==> src/beam_object_height_core_assert.svh <==
// Assertion macros used by the back end of the beam object height RTL
`ifndef BEAM_OBJECT_HEIGHT_CORE_ASSERT_SVH
`define BEAM_OBJECT_HEIGHT_CORE_ASSERT_SVH

// condition checked at every clock edge outside reset
`define BOH_ASSERT_ALWAYS(lbl, cond, msg) \
    lbl: assert property (@(posedge clk) disable iff (!rst_n) (cond)) \
        else $error(msg);

// condition in one cycle implies another in the next cycle
`define BOH_ASSERT_NEXT(lbl, pre, post, msg) \
    lbl: assert property (@(posedge clk) disable iff (!rst_n) (pre) |=> (post)) \
        else $error(msg);

`endif

==> src/boh_pkg.sv <==
// Shared types, widths and constants of the beam object height block
package boh_pkg;

    localparam int IDX_W      = 4;
    localparam int RANGE_W    = 16;
    localparam int EXP_W      = 18;
    localparam int ERR_W      = 19;
    localparam int CENTER_W   = 14;
    localparam int HEIGHT_W   = 16;
    localparam int CFG_IDX_W  = 1;
    localparam int CFG_DATA_W = 16;

    localparam int DEF_NUM_BEAMS = 16;
    localparam int DEF_BEAM_STEP = 180;

    localparam int ANGLE_W = 17;
    localparam int CMAG_W  = 13;
    localparam int RAD_W   = 19;
    localparam int X_W     = 31;
    localparam int X2_W    = 32;
    localparam int T_W     = 31;
    localparam int Q_FRAC  = 30;
    localparam int COS_W   = 16;
    localparam int DIVD_W  = 31;
    localparam int QUO_W   = 18;
    localparam int NUM_TERMS = 5;

    localparam logic [ANGLE_W-1:0] RIGHT_ANGLE = 17'd5760;
    // pi / 11520 in Q30: radians per 1/64 degree
    localparam logic [RAD_W-1:0]   RAD_Q30     = 19'd292818;
    localparam logic [T_W-1:0]     ONE_Q30     = 31'h4000_0000;
    localparam logic [EXP_W-1:0]   EXP_MAX     = '1;

    localparam logic [CFG_IDX_W-1:0] REG_CENTER_ANGLE  = 1'd0;
    localparam logic [CFG_IDX_W-1:0] REG_SENSOR_HEIGHT = 1'd1;

    // Horner divisors of the cosine series, highest-order term first
    function automatic int series_div(input int term);
        int d;
        case (term)
            0:       d = 90;
            1:       d = 56;
            2:       d = 30;
            3:       d = 12;
            default: d = 2;
        endcase
        return d;
    endfunction

    typedef struct packed {
        logic [IDX_W-1:0]   idx;
        logic [RANGE_W-1:0] meas;
        logic               oor;
    } ctx_t;

    typedef struct packed {
        ctx_t            ctx;
        logic [X2_W-1:0] x2;
        logic [T_W-1:0]  t;
    } cos_pl_t;

    typedef struct packed {
        ctx_t              ctx;
        logic [COS_W-1:0]  cosv;
        logic [DIVD_W-1:0] rem;
        logic [QUO_W-1:0]  quo;
        logic              sat;
    } div_pl_t;

endpackage

==> src/boh_back.sv <==
// Back end: saturation, range error and rounded object height
`include "beam_object_height_core_assert.svh"

module boh_back (
    input  logic                              clk,
    input  logic                              rst_n,
    input  logic                              in_valid,
    output logic                              in_ready,
    input  boh_pkg::div_pl_t                  in_data,
    output logic                              out_valid,
    input  logic                              out_ready,
    output logic [boh_pkg::IDX_W-1:0]         beam_echo,
    output logic [boh_pkg::EXP_W-1:0]         expected_range,
    output logic signed [boh_pkg::ERR_W-1:0]  range_error,
    output logic signed [boh_pkg::ERR_W-1:0]  object_height,
    output logic                              angle_out_of_range
);
    import boh_pkg::*;

    logic [EXP_W-1:0]        exp_next;
    logic signed [ERR_W-1:0] err_next;
    logic [EXP_W-1:0]        abs_next;
    logic [EXP_W+COS_W-1:0]  m_next;
    logic [EXP_W+COS_W:0]    m_round;
    logic [EXP_W-1:0]        q_mag;
    logic signed [ERR_W-1:0] h_next;

    logic [2:0]              v_reg;
    logic                    rdy1, rdy2, rdy3;
    logic [IDX_W-1:0]        idx1_reg, idx2_reg, idx3_reg;
    logic                    oor1_reg, oor2_reg, oor3_reg;
    logic [EXP_W-1:0]        exp1_reg, exp2_reg, exp3_reg;
    logic signed [ERR_W-1:0] err1_reg, err2_reg, err3_reg;
    logic [EXP_W-1:0]        abs1_reg;
    logic [COS_W-1:0]        cos1_reg;
    logic                    neg1_reg, neg2_reg;
    logic [EXP_W+COS_W-1:0]  m_reg;
    logic signed [ERR_W-1:0] h3_reg;

    assign exp_next = in_data.sat ? EXP_MAX : in_data.quo;
    assign err_next = $signed(ERR_W'(exp_next)) - $signed(ERR_W'(in_data.ctx.meas));
    assign abs_next = err_next[ERR_W-1] ? EXP_W'(-err_next) : EXP_W'(err_next);

    assign m_next  = abs1_reg * cos1_reg;
    assign m_round = (EXP_W+COS_W+1)'(m_reg) + (EXP_W+COS_W+1)'(1 << 14);
    assign q_mag   = m_round[EXP_W+14:15];
    // rounded half away from zero; no height at or beyond a right angle
    assign h_next  = oor2_reg ? '0 :
                     neg2_reg ? ERR_W'(-$signed(ERR_W'(q_mag))) : ERR_W'(q_mag);

    assign rdy3     = !v_reg[2] || out_ready;
    assign rdy2     = !v_reg[1] || rdy3;
    assign rdy1     = !v_reg[0] || rdy2;
    assign in_ready = rdy1;

    always_ff @(posedge clk or negedge rst_n)
    begin
        if (!rst_n)
        begin
            v_reg <= '0;
        end
        else
        begin
            if (rdy1) v_reg[0] <= in_valid;
            if (rdy2) v_reg[1] <= v_reg[0];
            if (rdy3) v_reg[2] <= v_reg[1];
        end
    end

    always_ff @(posedge clk)
    begin
        if (rdy1 && in_valid)
        begin
            idx1_reg <= in_data.ctx.idx;
            oor1_reg <= in_data.ctx.oor;
            exp1_reg <= exp_next;
            err1_reg <= err_next;
            abs1_reg <= abs_next;
            cos1_reg <= in_data.cosv;
            neg1_reg <= err_next[ERR_W-1];
        end
        if (rdy2 && v_reg[0])
        begin
            idx2_reg <= idx1_reg;
            oor2_reg <= oor1_reg;
            exp2_reg <= exp1_reg;
            err2_reg <= err1_reg;
            neg2_reg <= neg1_reg;
            m_reg    <= m_next;
        end
        if (rdy3 && v_reg[1])
        begin
            idx3_reg <= idx2_reg;
            oor3_reg <= oor2_reg;
            exp3_reg <= exp2_reg;
            err3_reg <= err2_reg;
            h3_reg   <= h_next;
        end
    end

    assign out_valid          = v_reg[2];
    assign beam_echo          = idx3_reg;
    assign expected_range     = exp3_reg;
    assign range_error        = err3_reg;
    assign object_height      = h3_reg;
    assign angle_out_of_range = oor3_reg;

    `BOH_ASSERT_ALWAYS(a_oor_saturates, !v_reg[2] || !oor3_reg || (exp3_reg == EXP_MAX && h3_reg == '0), "out-of-range item not saturated")
    `BOH_ASSERT_ALWAYS(a_height_sign, !v_reg[2] || h3_reg == '0 || h3_reg[ERR_W-1] == err3_reg[ERR_W-1], "height sign differs from range error")
    `BOH_ASSERT_NEXT(a_stage_moves, v_reg[1] && rdy3, v_reg[2], "item lost between product and output")

endmodule

==> config.mk <==
export PLATFORM = sky130hd
export DESIGN_NAME = boh_back
export DESIGN_NICKNAME = d
export VERILOG_FILES = /design/src/boh_pkg.sv /design/src/boh_back.sv
export VERILOG_INCLUDE_DIRS = /design/src /design/src/src
export SDC_FILE = /design/constraint.sdc
export NUM_CORES = 1
export LEC_CHECK = 0
export ABC_AREA = 1
export BUFFER_PORTS_ARGS = -buffer_cell sky130_fd_sc_hd__clkbuf_2
export CORE_ASPECT_RATIO = 1.5
export CORE_MARGIN = 4
export CORE_UTILIZATION = 54
export CTS_BUF_LIST = sky130_fd_sc_hd__clkbuf_8
export CTS_CLUSTER_SIZE = 24
export DETAILED_ROUTE_END_ITERATION = 10
export PLACE_DENSITY_LB_ADDON = 0.1
export RECOVER_POWER = 25
export SETUP_SLACK_MARGIN = 0.15
export SLEW_MARGIN = 0
export SYNTH_ARGS = -nofsm -noshare
export SYNTH_HDL_FRONTEND = slang
export SYNTH_SLANG_ARGS = --single-unit
==> constraint.sdc <==
create_clock -name clk -period 11.09 [get_ports clk]
set_input_delay 1.109 -clock clk [delete_from_list [all_inputs] [get_ports clk]]
set_output_delay 1.109 -clock clk [all_outputs]
set_load 0.005 [all_outputs]
* Word-level counts from Yosys, hierarchy flattened *
Index checks and enable logic that the tools add are counted.
W data, S select, Z words.

word-level totals
  input bits = 91
  flip-flop bits (word level) = 217
  logic and storage cells = 41

cells by class
  muxes and demuxes = 3
  $mul = 1
  reduce and logical (&&, ||, !) cells = 10
  bitwise gates (word level) = 1
  add/sub/neg operators = 4

operator list
  kind                      count
  $mux W18                  3
  $add A33 B15 Y33 const B  1
  $mul A18 B16 Y33          1
  $neg A18 Y19              1
  $sub A18 B16 Y19          1
  $neg A18 Y18              1
  $logic_and A1 B1 Y1       3
  $logic_not A1 Y1          3
  $logic_or A1 B1 Y1        3
  $reduce_or A2 Y1          1
  $not A1 Y1                1

* Logic depth before layout (Yosys ltp) *
Gate-level depths: netlist of the first run.

  depth after elaboration = 5
  gate-level depth with buffers = 28
  mapped depth without buffers = 26

* Least setup slack after synthesis of the first run *
OpenSTA, ideal clock, no wires.

  kind = register to register
  from = register cos1_reg[7]
  to = register m_reg[27], data pin
  path buffers = 2
  data required time = 10.838 ns
  setup slack = 5.570 ns
  clock period less this slack = 5.520 ns
  library setup time = 0.252 ns
  cell stages (with the launch flop) = 24
  arrival time = 5.268 ns
  cell sequence = edfxtp_1 clkbuf_1 buf_1 nand2_1 fa_1 inv_1 fa_1 inv_1 fa_1 inv_1 fa_1 fa_1 inv_1 fa_1 inv_1 ha_1 a21oi_1 inv_1 nor2_1 o21ai_0 a221oi_1 nand2_1 nand2_1 nand2_1

on the way
  word-level cells in the longest chain between the ends = 1

ends and longest elaborated chain
  element                 RTL line        text
  from (decl)             boh_back.sv:35  logic [COS_W-1:0] cos1_reg;
  from (signal assigned)  boh_back.sv:79  cos1_reg <= in_data.cosv;
  $mul A18 B16 Y33        boh_back.sv:44  assign m_next = abs1_reg * cos1_reg;
  net m_next[27]          boh_back.sv:23  logic [EXP_W+COS_W-1:0] m_next;
  to (signal assigned)    boh_back.sv:89  m_reg <= m_next;
  to (decl)               boh_back.sv:37  logic [EXP_W+COS_W-1:0] m_reg;

The timed path passes the listed nets, and every way through them passes these cells.
A chain may end at the register's enable or synchronous reset.

* Final worst setup path of the first run *
  from = register cos1_reg[4]
  to = register m_reg[29], data pin

Same word-level chain as after synthesis.

==> metrics.txt, run 1 <==
drt initial violations about 700; CTS Buf Count 17; largest area contributor in the synthesized netlist edfxtp_1; Worst setup endpoint m_reg[29]; FF-to-FF End m_reg[29]; Final #Nets 2610; share of cells above drive strength 1 about a tenth; TritonCTS clock tree built; Post-synth EDFFs about 200; DRC 0; diode count 0; FF+latch count, synth 200; initial antenna violation count 0; Slew @ Worst Pin 1.11 ns; worst-path cell chain nand2_1 > fa_1 > inv_1 > fa_1 > fa_1 > fa_1 > fa_1 > inv_1 > fa_1 > inv_1 > ha_1 > a21oi_1 > o21ai_0 > a21oi_1 > nand3_1 > a21oi_1 > xor2_1; Initial DRT Pass Iterations 5; CP Capture Type register; worst-path fanout max 18; Crit. path cell count 17; Hold Path Class input port to async pin; Post-DRT Antenna Nets 0; Reg-to-Reg Start cos1_reg[4]; minimum clock period after layout between 6 and 7 ns; final hold violation count 0; CP Launch Type register; largest net degree at the start of global routing 57; Req. time, crit path between 10 and 15 ns; Post-Syn Area 18600 sq um; Die ar. between 30000 and 40000 sq um; status complete, no violations; Synth cell types 48; Top FF cell, synth edfxtp_1; GRT Overall Usage 23.0%; Sink Count 200; first-pass GRT wire length between 60000 and 70000 um; Worst Path Arrival approximately 6.5 ns; CP peak stage delay roughly 1.1 ns; H-tree Lvls 4; overflow left after global routing 0; setup bufs post-CTS 0; final period utilization between 50 and 60%; unrepaired setup endpoints after global routing false; R2R depth 17; IO Port Bufs about 120; die width ~160 um; cell count after synthesis around 2.1k; synth warn 0; Std-Cell Rows 82; Final Skew slightly above 0.02 ns; vias in the first global route around 14k; WS Path Type register to register; boundary pin count ~150; HPWL after DPL 33200 um; most common cell in the netlist nand2_1; Seq/Total Area, Yosys between 30% and 40%; crit path from cos1_reg[4]; CP delay by family, top adder cells; Initial Util a little under three fifths; number of vias per cell around 5.1; Slowest-stage cell, CP edfxtp_1; max-cap violations 0; Buf/Inv on CP 3; Final Max Slew Viols 0; Core Area roughly 34000 sq um; WHS about 0.4 ns; top cells by area, synth edfxtp_1 (32%), fa_1 (24%), nand2_1 (11%), inv_1 (11%), ha_1 (8.0%); DR vias roughly 13k; clk_lat worst skew approximately 0.51 ns; WL/cell between 15 and 20 um; post-synth top area share between 30% and 40%; top cells by count, synth nand2_1 (563), inv_1 (537), fa_1 (221), edfxtp_1 (197), ha_1 (118); CTS clk-pin slew, worst paths 0.12 ns; Die Y approximately 240 um; CTS resizes 0; Most common cell on crit path fa_1; setup_tns 0 ns; synthesized net count approximately 2.5k; fmax roughly 160 MHz; reg-to-reg slack, setup 4.90 ns; worst-case clock buffer depth 2; Async SR Flop Fraction under 10%; count of final setup violators 0; Filler cells between 3k and 4k; Hold Buf Count CTS 0; Slew headroom between 20 and 30%; root buffer cell clkbuf_8; Routed Wire Length between 40000 and 50000 um; syn_area_per_cell a little under 9 sq um; Final GP Congestion slightly above 0.9; synthesis-to-layout area growth 7.37%
-- cells in the final DEF (no fill, tap or decap), drive strengths merged, types with 2 or more instances in the layout --
master and instances:
a21o 7, nor4 2, xnor2 7, o31ai 2, o211ai 2, clkinv 4, fa 221, a21boi 4
o21a 6, dfrtp 3, inv 550, nor2 93, a21oi 56, buf 8, o21ai 34, nand3b 5
nand3 61, nand4 19, nand2 576, clkbuf 139, a221oi 3, o21bai 7, edfxtp 197, ha 118
xor2 28, nor3 22, or2 14
-- stage by stage --
step | instance area [sq um] | std cells | utilization (%) | setup slack, ns
2_1_floorplan | 18600 | 2104 | - | 5.57
3_3_place_gp | 19500 | 2581 | 57.9 | 5.06
3_5_place_dp | 19500 | 2581 | 57.9 | 4.93
4_1_cts | 19900 | 2613 | 59.3 | 4.89
5_1_grt | 19900 | 2613 | 59.2 | 4.60
6_report | 19900 | 2613 | 59.2 | 4.90
-- worst min path at each step --
stage	start	endpoint	slack (ns)	depth (start not counted)
floorplan	idx2_reg[0]	beam_echo[0]	0.40	0
global placement	idx2_reg[3]	beam_echo[3]	0.40	0
detailed placement	idx2_reg[3]	beam_echo[3]	0.40	0
CTS	rst_n	v_reg[0]	0.34	1
global route	rst_n	v_reg[0]	0.37	1
finish	rst_n	v_reg[0]	0.40	1
-- routing by layer --
metal | routed length, um | GRT usage [%] | part of all wire (%)
met1 | 16300 | 27.0 | 39
met2 | 23200 | 43.5 | 55
met3 | 1320 | 2.79 | 3.2
met4 | 1120 | 7.34 | 2.7
met5 | 0 | 0 | 0
-- cells by family after synthesis --
| logic type | after synthesis | synth area share, % |
|---|---|---|
| fa+ha+maj | 339 | 31.8 |
| flops | 200 | 32.3 |
| buf+inv | 612 | 12.5 |
| simple gates | 794 | 17.8 |
| compound gates | 124 | 3.87 |
| xor+xnor | 35 | 1.79 |
-- cell type report --
type                    count  area, sq um  share of cell area, %
clock buffers              17          234                   1.17
clock inverters            15          224                   1.12
inverters                 539         2020                   10.2
multi-input cells        1292        10300                   51.5
flip-flops and latches    200         5990                   30.1
well taps                 420          526                   2.64
repair buffers            130          666                   3.34
Power of run 1 is not shown: default switching activity piles up to over one toggle a cycle in this logic, so the estimate is an artifact.
==> inputs of run 2 (changes only) <==
clock period = 5.75 ns   (was 11.09 ns; I/O delays follow)
==> metrics.txt, run 2 (synthesized netlist as in run 1, its figures left out) <==
DRC 0; Filler cells roughly 3.0k; Final Skew roughly 0.034 ns; root buffer cell clkbuf_8; WS Path Type register to register; reg-to-reg slack, setup about 0.24 ns; worst-path fanout max 5; Sink Count 200; Initial Util between 50% and 60%; count of final setup violators 0; initial antenna violation count 1; Final #Nets between 2k and 3k; Reg-to-Reg Start abs1_reg[6]; clk_lat worst skew 0.51 ns; status complete, no violations; final period utilization 95.9%; Routed Wire Length between 40000 and 50000 um; final hold violation count 0; drt initial violations a little over 600; share of cells above drive strength 1 approximately 17%; H-tree Lvls 4; most frequent cells in the layout nand2_1 (552), inv_1 (529), fa_1 (212); most common cell after layout, fill and taps aside nand2_1; unrepaired setup endpoints after global routing true; Final GP Congestion slightly below 0.9; DR vias about 14k; Slew headroom between 30 and 40%; Initial DRT Pass Iterations 5; hold endpoint cos1_reg[1]; IO Port Bufs between 100 and 150; Hold Path Class input port to register; HPWL after DPL 35300 um; Post-DRT Antenna Nets 0; R2R depth 23; Std-Cell Rows 82; CTS Buf Count 17; synthesis-to-layout area growth 15.2%; HP Start in_data[51]; CP Launch Type register; minimum clock period after layout between 5 and 6 ns; vias in the first global route about 14k; WL/cell around 16 um; Die Y roughly 240 um; CTS clk-pin slew, worst paths ~0.14 ns; FF-to-FF End m_reg[32]; hold depth 1; first-pass GRT wire length between 70000 and 80000 um; Final Max Slew Viols 0; largest net degree at the start of global routing 62; Die ar. 37500 sq um; TritonCTS clock tree built; setup_tns 0 ns; fmax ~180 MHz; Req. time, crit path around 6 ns; Worst Path Arrival between 5 and 6 ns; die width roughly 160 um; CP Capture Type register; Core Area 33700 sq um; overflow left after global routing 0; GRT Overall Usage 23.8%; boundary pin count 154; number of vias per cell slightly above 5; crit path from abs1_reg[6]; max-cap violations 0; Slew @ Worst Pin around 0.96 ns; worst-case clock buffer depth 2
-- run 2: worst max path at each step --
stage | endpoint | depth (start not counted)
floorplan | m_reg[27] | 23
global placement | m_reg[27] | 21
detailed placement | m_reg[27] | 21
CTS | m_reg[22] | 22
global route | m_reg[32] | 23
finish | m_reg[32] | 23
-- run 2: worst max-delay path: stages, from the launching register on --
cell	delay [ns]
edfxtp_1	0.43
buf_12	0.17
buf_8	0.13
nand2_4	0.05
inv_2	0.04
fa_1	0.51
inv_2	0.04
fa_2	0.54
fa_2	0.44
fa_1	0.53
inv_2	0.05
fa_2	0.48
fa_1	0.61
ha_4	0.23
a21o_1	0.20
o21bai_1	0.15
a21oi_1	0.12
nand2_1	0.09
nand2_1	0.08
nand2_2	0.09
nand4_1	0.13
nand2_1	0.07
nand2_1	0.07
nand2_1	0.05
-- run 2: metal layers --
layer | vias to the layer above | part of all wire (%) | global-route usage (%)
li1 | 6713 | - | -
met1 | 6664 | 37 | 27.1
met5 | - | 0 | 0
met2 | 331 | 55 | 44.6
met3 | 106 | 3.8 | 3.03
met4 | 0 | 4.0 | 10.1
-- run 2: through the flow --
stage	hold WS, ns	worst slack, ns	instances	area, sq um	util (%)
after floorplan	0.279	0.230	2104	18600	-
after global placement	0.373	0.0138	2669	20300	60.4
after detailed placement	0.375	0.0325	2669	20300	60.4
after CTS	0.195	0.156	2718	21000	62.4
after global routing	0.196	0.0216	2727	21400	63.6
final	0.231	0.236	2727	21400	63.6
-- run 2: area by class of cell --
cell class	instances	area, sq um	share of cell area [%]
Multi-Input combinational cell	1292	10600	49.6
Inverter	539	2020	9.47
Tap cell	420	526	2.46
Clock inverter	15	193	0.901
Timing Repair Buffer	243	1810	8.48
Antenna cell	1	2.50	0.0117
Sequential cell	200	5990	28.0
Clock buffer	17	234	1.09
-- run 2: repair_timing --
action                                  4_1_cts  5_1_grt
resized for setup                             5       86
pin swaps                                     0       41
endpoints found under the hold margin         3        0
hold buffers                                  1        0
endpoints found under the setup margin       15       19
setup buffers                                16        8
Power of run 2 is left out for the same reason.
==> inputs of run 3 (changes only) <==
BUFFER_PORTS_ARGS = not set   (was -buffer_cell sky130_fd_sc_hd__clkbuf_2)
CTS_CLUSTER_DIAMETER = 80   (was not set)
DONT_BUFFER_PORTS = 1   (was not set)
MAX_ROUTING_LAYER = met4   (was not set)
==> metrics.txt, run 3 (synthesized netlist as in run 1, its figures left out) <==
status complete, no violations; Filler cells 2970; final hold violation count 0; Hold Path Class input port to register; Final GP Congestion 0.897; Final #Nets 2591; clk_lat worst skew 0.50 ns; CTS clk-pin slew, worst paths between 0.1 and 0.15 ns; Core Area ~34000 sq um; most frequent cells in the layout nand2_1 (554), inv_1 (534), fa_1 (215); Sink Count 200; final period utilization between 90% and 100%; reg-to-reg slack, setup 0.22 ns; CP Capture Type register; Die ar. roughly 37000 sq um; initial antenna violation count 1; HP Start in_data[51]; H-tree Lvls 4; WL/cell 16.5 um; IO Port Bufs 0; max-cap violations 0; drt initial violations approximately 610; Routed Wire Length around 43000 um; DR vias between 10k and 15k; Initial DRT Pass Iterations 5; vias in the first global route between 10k and 15k; Post-Layout Cell Count roughly 2.6k; most common cell after layout, fill and taps aside nand2_1; Initial Util between 50% and 60%; Slew headroom 38.5%; Req. time, crit path 5.99 ns; WHS between 0.15 and 0.2 ns; count of final setup violators 0; unrepaired setup endpoints after global routing true; CP Launch Type register; number of vias per cell roughly 5.2; setup_tns 0 ns; Die Y roughly 240 um; worst-path fanout max 9; boundary pin count between 150 and 200; worst-case clock buffer depth 2; GRT Overall Usage roughly 24%; fmax approximately 180 MHz; minimum clock period after layout 5.53 ns; Worst Path Arrival ~5.8 ns; HPWL after DPL 34700 um; Final Skew between 0.02 and 0.025 ns; TritonCTS clock tree built; share of cells above drive strength 1 between 10 and 15%; root buffer cell clkbuf_8; largest net degree at the start of global routing 54; crit path from abs1_reg[7]; Reg-to-Reg Start abs1_reg[7]; die width between 150 and 200 um; Inst Count DP 2542; overflow left after global routing 0; DRC 0; first-pass GRT wire length 70500 um; Post-DRT Antenna Nets 0; CTS Buf Count 17; Final Max Slew Viols 0; WS Path Type register to register; synthesis-to-layout area growth 11.5%; Slew @ Worst Pin between 0.9 and 1 ns; Std-Cell Rows between 80 and 90
run 3: cell count changes in the layout (fill, tap and decap cells not counted), sizes merged:
cell	change
buf	-10
clkbuf	-122
run 3: timing repair:
action,CTS,global route
gates resized for setup,15,53
setup buffers,12,7
pin swaps,2,23
hold endpoints to repair,3,0
setup endpoints to repair,18,18
hold buffers,1,0
run 3: path summary, 6_finish.rpt:
path | depth (start not counted) | end
worst max-delay path | 22 | m_reg[25]
worst max register to register | 22 | m_reg[25]
max in group asynchronous | 1 | v_reg[0]
min in group asynchronous | 1 | v_reg[2]
worst min register to register | 0 | expected_range[17]
worst min-delay path | 0 | cos1_reg[1]
run 3: layout make-up:
class	instances	area [sq um]	area share [%]
clock buffer	17	234	1.13
antenna	1	2.50	0.0121
sequential	200	5990	28.9
tap	420	526	2.54
inverter	539	2020	9.78
multi-input combinational	1292	10600	51.1
timing repair buffer	111	1160	5.61
clock inverter	15	190	0.918
run 3: critical path: stages, from the launching register on:
cell and delay (ns):
edfxtp_1 0.43, buf_12 0.17, buf_4 0.15, nand2_1 0.06
inv_1 0.05, fa_1 0.54, inv_1 0.05, fa_2 0.53
fa_1 0.44, fa_1 0.55, inv_1 0.06, fa_1 0.47
fa_1 0.52, ha_4 0.31, nand2_1 0.08, nor2_2 0.11
nand4_1 0.09, inv_1 0.08, a21oi_1 0.07, o21bai_1 0.22
nand2_1 0.12, nand3_1 0.09, nand2_2 0.09
run 3: metrics by stage:
step / util [%] / area, sq um / setup slack (ns)
global placement: 58.6 / 19700 / -0.0359
detailed placement: 58.6 / 19700 / -0.0626
CTS: 60.7 / 20400 / 0.132
finish: 61.5 / 20700 / 0.224
global route: 61.5 / 20700 / 0.0152
floorplan: - / 18600 / 0.230
run 3: metal layers:
metal | vias up | track usage (%) | wire (um)
met5 | - | - | 0
met4 | 0 | 10.6 | 1930
met3 | 110 | 3.33 | 1450
met2 | 290 | 45.0 | 23700
met1 | 6543 | 26.3 | 15700
li1 | 6447 | - | -
Power of run 3 is left out for the same reason.
